### config.mk
export PLATFORM = sky130hd
export DESIGN_NAME = bcba_front_flat
export DESIGN_NICKNAME = d
export VERILOG_FILES = /design/src/rtl/bcba_pkg.sv /design/src/rtl/bcba_intf.sv /design/src/rtl/bcba_front.sv /design/src/flat_wrapper.sv
export SDC_FILE = /design/constraint.sdc
export NUM_CORES = 1
export LEC_CHECK = 0
export CORE_UTILIZATION = 28
export CTS_CLUSTER_DIAMETER = 50
export DETAILED_ROUTE_END_ITERATION = 10
export DONT_BUFFER_PORTS = 1
export MAX_ROUTING_LAYER = met4
export PLACE_DENSITY = 0.51
export SLEW_MARGIN = 15
export SYNTH_ARGS = -nofsm -noshare
export SYNTH_HDL_FRONTEND = slang
export SYNTH_SLANG_ARGS = --single-unit
### constraint.sdc
create_clock -name clock -period 5.4 [get_ports clock]
set_clock_uncertainty 0.2 [all_clocks]
set_input_delay 0.81 -clock clock [delete_from_list [all_inputs] [get_ports clock]]
set_output_delay 0.81 -clock clock [all_outputs]
set_load 0.05 [all_outputs]
### src/rtl/bcba_pkg.sv
// Shared types, codes and field widths of the contiguous block allocator.
package bcba_pkg;

   localparam int ACTION_W     = 2;
   localparam int WORD_INDEX_W = 9;
   localparam int WORD_DATA_W  = 64;
   localparam int COUNT_W      = 16;
   localparam int STATUS_W     = 3;
   localparam int PHYS_W       = 31;
   localparam int CSR_INDEX_W  = 2;
   localparam int CSR_DATA_W   = 16;

   // Request actions.
   localparam logic [ACTION_W-1:0] ACT_LOAD  = 2'd0;
   localparam logic [ACTION_W-1:0] ACT_FREE  = 2'd1;
   localparam logic [ACTION_W-1:0] ACT_ALLOC = 2'd2;

   // Result status codes.
   localparam logic [STATUS_W-1:0] STATUS_OK    = 3'd0;
   localparam logic [STATUS_W-1:0] STATUS_ZERO  = 3'd1;
   localparam logic [STATUS_W-1:0] STATUS_NOMAP = 3'd2;
   localparam logic [STATUS_W-1:0] STATUS_FEW   = 3'd3;
   localparam logic [STATUS_W-1:0] STATUS_NORUN = 3'd4;

   // Configuration register indexes.
   localparam logic [CSR_INDEX_W-1:0] CSR_GROUP_SIZE = 2'd0;
   localparam logic [CSR_INDEX_W-1:0] CSR_GROUP_NUM  = 2'd1;
   localparam logic [CSR_INDEX_W-1:0] CSR_PRESENT    = 2'd2;

   localparam logic [COUNT_W-1:0] GROUP_SIZE_RESET = 16'd32768;

   typedef enum logic [1:0] {
      CMD_LOAD,
      CMD_SET_FREE,
      CMD_ALLOC,
      CMD_REPORT
   } cmd_kind_type;

   // A classified request as it waits in the command queue.
   typedef struct packed {
      cmd_kind_type             kind;
      logic [STATUS_W-1:0]      status;
      logic [WORD_INDEX_W-1:0]  word_index;
      logic [WORD_DATA_W-1:0]   word_data;
      logic [COUNT_W-1:0]       value;
   } cmd_type;

   typedef struct packed {
      logic [COUNT_W-1:0] group_size;
      logic [COUNT_W-1:0] group_number;
      logic               bitmap_present;
   } cfg_type;

   typedef enum logic [2:0] {
      S_CLEAR,
      S_IDLE,
      S_SCAN,
      S_MARK_RD,
      S_MARK_WR
   } back_state_type;

endpackage

### src/rtl/bcba_intf.sv
// Request and response channel interfaces of the block allocator.
interface bcba_req_if import bcba_pkg::*; ();
   logic                    valid;
   logic                    ready;
   logic [ACTION_W-1:0]     action;
   logic [WORD_INDEX_W-1:0] word_index;
   logic [WORD_DATA_W-1:0]  word_data;
   logic [COUNT_W-1:0]      free_value;
   logic [COUNT_W-1:0]      alloc_count;

   modport source (output valid, action, word_index, word_data, free_value, alloc_count,
                   input ready);
   modport sink   (input valid, action, word_index, word_data, free_value, alloc_count,
                   output ready);
endinterface


### src/rtl/bcba_front.sv
// Front end: accepts requests, classifies them and queues them for the back end.
module bcba_front import bcba_pkg::*; #(
   parameter int MAP_WORDS = 512
) (
   input  logic         clock,
   input  logic         reset,
   input  logic         enable,
   input  logic         bitmap_present,
   bcba_req_if.sink     req,
   output logic         cmd_valid,
   output cmd_type      cmd,
   input  logic         cmd_pop
);

   cmd_type    q_ff [2];
   logic       wptr_ff, wptr_in;
   logic       rptr_ff, rptr_in;
   logic [1:0] count_ff, count_in;
   cmd_type    cmd_new;
   logic       push;

   // Checks that need only the request and configuration are settled here.
   always_comb begin
      cmd_new.kind       = CMD_REPORT;
      cmd_new.status     = STATUS_OK;
      cmd_new.word_index = req.word_index;
      cmd_new.word_data  = req.word_data;
      cmd_new.value      = req.alloc_count;
      case (req.action)
         ACT_LOAD: begin
            if (32'(req.word_index) < MAP_WORDS) begin
               cmd_new.kind = CMD_LOAD;
            end
         end
         ACT_FREE: begin
            cmd_new.kind  = CMD_SET_FREE;
            cmd_new.value = req.free_value;
         end
         ACT_ALLOC: begin
            if (req.alloc_count == '0) begin
               cmd_new.status = STATUS_ZERO;
            end else if (!bitmap_present) begin
               cmd_new.status = STATUS_NOMAP;
            end else begin
               cmd_new.kind = CMD_ALLOC;
            end
         end
         default: begin
            cmd_new.kind = CMD_REPORT;
         end
      endcase
   end

   assign req.ready = enable && (count_ff != 2'd2);
   assign push      = req.valid && req.ready;
   assign cmd_valid = (count_ff != 2'd0);
   assign cmd       = q_ff[rptr_ff];

   always_comb begin
      wptr_in  = wptr_ff ^ push;
      rptr_in  = rptr_ff ^ cmd_pop;
      count_in = count_ff + {1'b0, push} - {1'b0, cmd_pop};
   end

   always_ff @(posedge clock) begin
      if (reset) begin
         wptr_ff  <= 1'b0;
         rptr_ff  <= 1'b0;
         count_ff <= 2'd0;
      end else begin
         wptr_ff  <= wptr_in;
         rptr_ff  <= rptr_in;
         count_ff <= count_in;
      end
      if (push) begin
         q_ff[wptr_ff] <= cmd_new;
      end
   end

endmodule

### src/flat_wrapper.sv
// flat-port wrapper written by rule: the top's interface ports become plain ports
module bcba_front_flat import bcba_pkg::*;
#(
   parameter int MAP_WORDS = 512
)
  (clock, reset, enable, bitmap_present, cmd_valid, cmd, cmd_pop, req_valid, req_action, req_word_index, req_word_data, req_free_value, req_alloc_count, req_ready);
  bcba_req_if req_i ();
  input  logic clock;
  input  logic reset;
  input  logic enable;
  input  logic bitmap_present;
  output logic cmd_valid;
  output cmd_type cmd;
  input  logic cmd_pop;
  input wire logic [$bits(req_i.valid)-1:0] req_valid;
  input wire logic [$bits(req_i.action)-1:0] req_action;
  input wire logic [$bits(req_i.word_index)-1:0] req_word_index;
  input wire logic [$bits(req_i.word_data)-1:0] req_word_data;
  input wire logic [$bits(req_i.free_value)-1:0] req_free_value;
  input wire logic [$bits(req_i.alloc_count)-1:0] req_alloc_count;
  output wire logic [$bits(req_i.ready)-1:0] req_ready;
  assign req_i.valid = req_valid;
  assign req_i.action = req_action;
  assign req_i.word_index = req_word_index;
  assign req_i.word_data = req_word_data;
  assign req_i.free_value = req_free_value;
  assign req_i.alloc_count = req_alloc_count;
  assign req_ready = req_i.ready;
  bcba_front #(.MAP_WORDS(MAP_WORDS)) u_core (.clock(clock), .reset(reset), .enable(enable), .bitmap_present(bitmap_present), .req(req_i), .cmd_valid(cmd_valid), .cmd(cmd), .cmd_pop(cmd_pop));
endmodule
## Yosys cells after proc, flatten, opt, wreduce, memory -nomap -nowiden

Memories as Yosys holds them, arrays and structs flattened. A register that Yosys moved wholly into a read port is not among the register bits.
Cells that the tools add are included.
W data, S select, Z words.

| operators by class | value |
|---|---|
| add/sub/neg operators | 2 |
| equality and inequality tests | 3 |
| mux-type cells | 10 |
| bitwise gates (word level) | 2 |
| reduce and logical (&&, ||, !) cells | 5 |

Operators with widths:

| cell | count |
|---|---|
| $logic_not A16 Y1 | 1 |
| $mux W16 | 1 |
| $mux W3 | 2 |
| $pmux W2 S3 | 1 |
| $mux W1 | 4 |
| $mux W2 | 2 |
| $add A2 B1 Y2 | 1 |
| $eq A2 B1 Y1 const B | 1 |
| $eq A2 B2 Y1 const B | 1 |
| $logic_and A1 B1 Y1 | 2 |
| $logic_not A2 Y1 | 1 |
| $ne A2 B2 Y1 const B | 1 |
| $reduce_bool A2 Y1 | 1 |
| $sub A2 B1 Y2 | 1 |
| $xor A1 B1 Y1 | 2 |

| word-level totals | value |
|---|---|
| register bits | 4 |
| RAM bits | 188 |
| input bits | 113 |
| output and inout port bits | 96 |
| word-level logic and storage cells | 26 |
| memories kept | 1 |

Memory list:

| memory | depth | width | read ports | clocked after Yosys merged registers in | wr ports | RTL line | source |
|---|---|---|---|---|---|---|---|
| u_core.q_ff | 2 | 94 | 1 | 1 | 1 | bcba_front.sv:15 | `cmd_type q_ff [2];` |

## Depth between registers and ports, before layout

| depth | value |
|---|---|
| word-level depth | 5 |
| gate-level depth with buffers | 7 |
| mapped depth without buffers | 7 |

## Worst setup path before layout

OpenSTA, ideal clock, no wires.

| timing path | value |
|---|---|
| kind | input to register |
| start point | input enable |
| end point | memory u_core.q_ff[0][0] in the netlist's numbering (enable) |
| setup time | 0.462 ns |
| arrival | 4.537 ns |
| setup slack | 0.201 ns |
| stages | 3 |
| buffers on the path | 0 |
| cells stage by stage | a21boi_0 -> and2_1 -> ha_1 |

| between the ends | value |
|---|---|
| word-level cells in the longest chain between the ends | 4 |

RTL lines:

| item | RTL line | source |
|---|---|---|
| start, declared | flat_wrapper.sv:10 | `input logic enable;` |
| $logic_and A1 B1 Y1 | bcba_front.sv:54 | `assign req.ready = enable && (count_ff != 2'd2);` |
| $logic_and A1 B1 Y1 | bcba_front.sv:55 | `assign push = req.valid && req.ready;` |
| $mux W1 | bcba_front.sv:75 | `if (push) begin` |
| $mux W1 (not written as such) | bcba_front.sv:76 | `q_ff[wptr_ff] <= cmd_new;` |
| end, declared | bcba_front.sv:15 |  |

No other way between the ends.

==> results.py <==
metrics = {
    "routing": {
        "routed_wl_mm": 13.9,
        "routedWlPerCell_um": 19.8,
        "routed_via_density": 4.33,
        "drtPass1Iterations": 4,
        "ant_nets": 0,
        "vias": 3024,
        "drtIter0Drc": 164,
        "drc": 0,
    },
    "global_routing": {
        "grtUsageMet1": 0.112,
        "met3_usage": 0.0540,
        "top_usage_layer": "met2",
        "grt_overflow_total": 0,
        "grt_pass1_wl_mm": 20.1,
        "grt_max_degree": 69,
        "grt_pass1_vias": 3324,
        "antenna_found_initial": 1,
        "grtUsageMet2": 0.181,
        "grtUsageTotal": 0.108,
    },
    "logic_synthesis": {
        "ys_ff_latch": 190,
        "netlist_area_mm2": 0.00724,
        "netlist_instances": 342,
        "ys_types": 25,
        "yosys_warnings": 0,
        "yosysSeqAreaShare": 0.782,
        "avgSynthCellArea_um2": 21.2,
        "synth_nets": 459,
    },
    "floorplan": {
        "rows": 58,
        "die-area_mm2": 0.0265,
        "core_mm2": 0.0253,
        "ios": 209,
        "fp.dieH_um": 163,
        "die_x_um": 163,
        "start_util": 0.287,
    },
    "cells_and_area": {
        "areaGrowthSynthToFinish_pct": 12.9,
        "final_nets": 470,
        "final_cell_mix": "186 x edfxtp_1, 99 x mux2_2, 17 x clkbuf_16",
        "final_util": 0.324,
        "drive_above_1_share": 0.407,
        "final_common_cell": "edfxtp_1",
    },
    "clocking": {
        "h-tree-depth": 4,
        "cts_tree": "yes",
        "cts_made_buffers": 17,
        "path_clk_slew_ps": 70,
        "cts-root-buf": "clkbuf_16",
        "post_cts_resized": 0,
        "cts.sinks": 190,
        "ctsLongestPathBuffers": 2,
        "clock_latency_ps": 410,
        "postCtsSetupBuffers": 0,
        "ctsHoldBuffers": 0,
    },
    "sta": {
        "slew_viol_final": 0,
        "finalHoldViolations": 0,
        "min_period_ps": 3450,
        "worst_pin_slew_ps": 1020,
        "finalSetupTns_ps": 0,
        "slew_headroom": 0.323,
        "finalSetupViolations": 0,
        "rsz0062_at_grt": "false",
        "period_share": 0.638,
        "fmax_ghz": 0.290,
    },
    "power": {
        "power_density_mw_per_mm2": 426,
        "p_leak_nw": 2.59,
        "max-vdd-ir-drop_uv": 155,
    },
    "critical_path": {
        "path_cells": "buf_4 > mux2_2",
        "crit_type": "reg -> out",
        "crit_arrival_ps": 2440,
        "cp.required_ps": 4390,
        "cpMaxStageDelayCell": "dfxtp_4",
        "end_kind": "output port",
        "cp-start-kind": "flip-flop",
        "critPathMaxFanout": 68,
        "crit_path_max_incr_delay_ps": 950,
    },
    "placement": {
        "hpwl_mm": 9.41,
        "io_buffers": 0,
        "place_congestion": 0.712,
    },
    "status": {
        "status": "finished, final reports clean",
    },
    "flow_run": {
        "cap_violations": 0,
    },
    "min_path": {
        "hold_path_class": "in -> reg",
    },
}
==> path summary, 6_finish.rpt <==
kind,start,endpoint,slack [ps],depth (start not counted)
worst max-delay path,u_core.rptr_ff$_SDFF_PP0_,cmd[13],1950,2
worst min-delay path,reset,u_core.wptr_ff$_SDFF_PP0_,250,1
worst max register to register,u_core.count_ff[0]$_SDFF_PP0_,u_core.q_ff[0][74]$_DFFE_PP_,2680,6
worst min register to register,u_core.count_ff[1]$_SDFF_PP0_,u_core.count_ff[1]$_SDFF_PP0_,370,2
==> cell type report <==
cell class | count | area, um2
inverters | 4 | 15.0
flip-flops and latches | 190 | 5670
repair buffers | 6 | 45.0
multi-input cells | 134 | 1470
well taps | 330 | 413
clock inverters | 14 | 129
fillers | 2408 | 17100
diodes | 2 | 5.00
clock buffers | 18 | 429
==> per-stage QoR <==
stage / instance area (um2) / worst slack, ps / std cells / total power [mW] / hold slack (ps)
finish: 8180 / 1950 / 698 / 3.49 / 250
global route: 8180 / 1770 / 698 / 3.62 / 223
CTS: 8170 / 1880 / 696 / 3.54 / 226
detailed placement: 7620 / 2120 / 664 / 2.33 / 364
global placement: 7620 / 2190 / 664 / 2.33 / 338
floorplan: 7240 / 201 / 342 / 2.27 / 292
==> synthesized netlist by cell type <==
library cell	count	area [um2]
edfxtp_1	186	5590
mux2_2	99	1110
mux2_4	10	150
buf_4	7	52.6
buf_2	4	20.0
dfxtp_1	4	80.1
ha_1	4	50.1
inv_1	4	15.0
nor2_1	4	15.0
nor4_1	4	25.0
xnor2_1	2	17.5
a21boi_0	1	7.51
a31oi_1	1	6.26
and2_1	1	6.26
and4b_2	1	11.3
buf_12	1	20.0
buf_6	1	11.3
conb_1	1	3.75
dlygate4sd3_1	1	10.0
nand2b_1	1	6.26
nand4_1	1	6.26
nor2b_1	1	6.26
nor3b_1	1	7.51
or2_2	1	6.26
xor2_1	1	8.76
==> report_power, final <==
part / switching (mW) / internal [mW] / total [mW]
Combinational: 0.409 / 0.117 / 0.526
Clock: 0.553 / 0.646 / 1.20
Sequential: 0.0401 / 1.72 / 1.76
==> flip-flops by register name, summed over array words and instances (netlist names) <==
register	flops
u_core.q_ff	186
u_core.rptr_ff	1
u_core.count_ff	2
u_core.wptr_ff	1
==> critical path, delay by kind of cell (launching register included) <==
kind	cells	cell delay, ps
flops	1	950
buf+inv	1	470
mux	1	510
==> metal layers <==
metal | wire, um | part of all wire | up-vias
li1 | - | - | 1366
met1 | 5170 | 0.37 | 1524
met2 | 7100 | 0.51 | 123
met3 | 1450 | 0.10 | 11
met4 | 136 | 0.0098 | 0
met5 | 0 | 0 | -
==> cells by family after synthesis <==
kind of cell               count (synthesis)  share of synthesized area
AOI/OAI and AO/OA                          2                    0.00190
buffers and inverters                     18                     0.0178
other                                      1                   0.000518
adders and majority gates                  4                    0.00691
xor gates and xnor gates                   3                    0.00363
DFF                                      190                      0.782
muxes                                    109                      0.175
and+or+nand+nor                           15                     0.0124
Power figures use the tool's default switching activity.
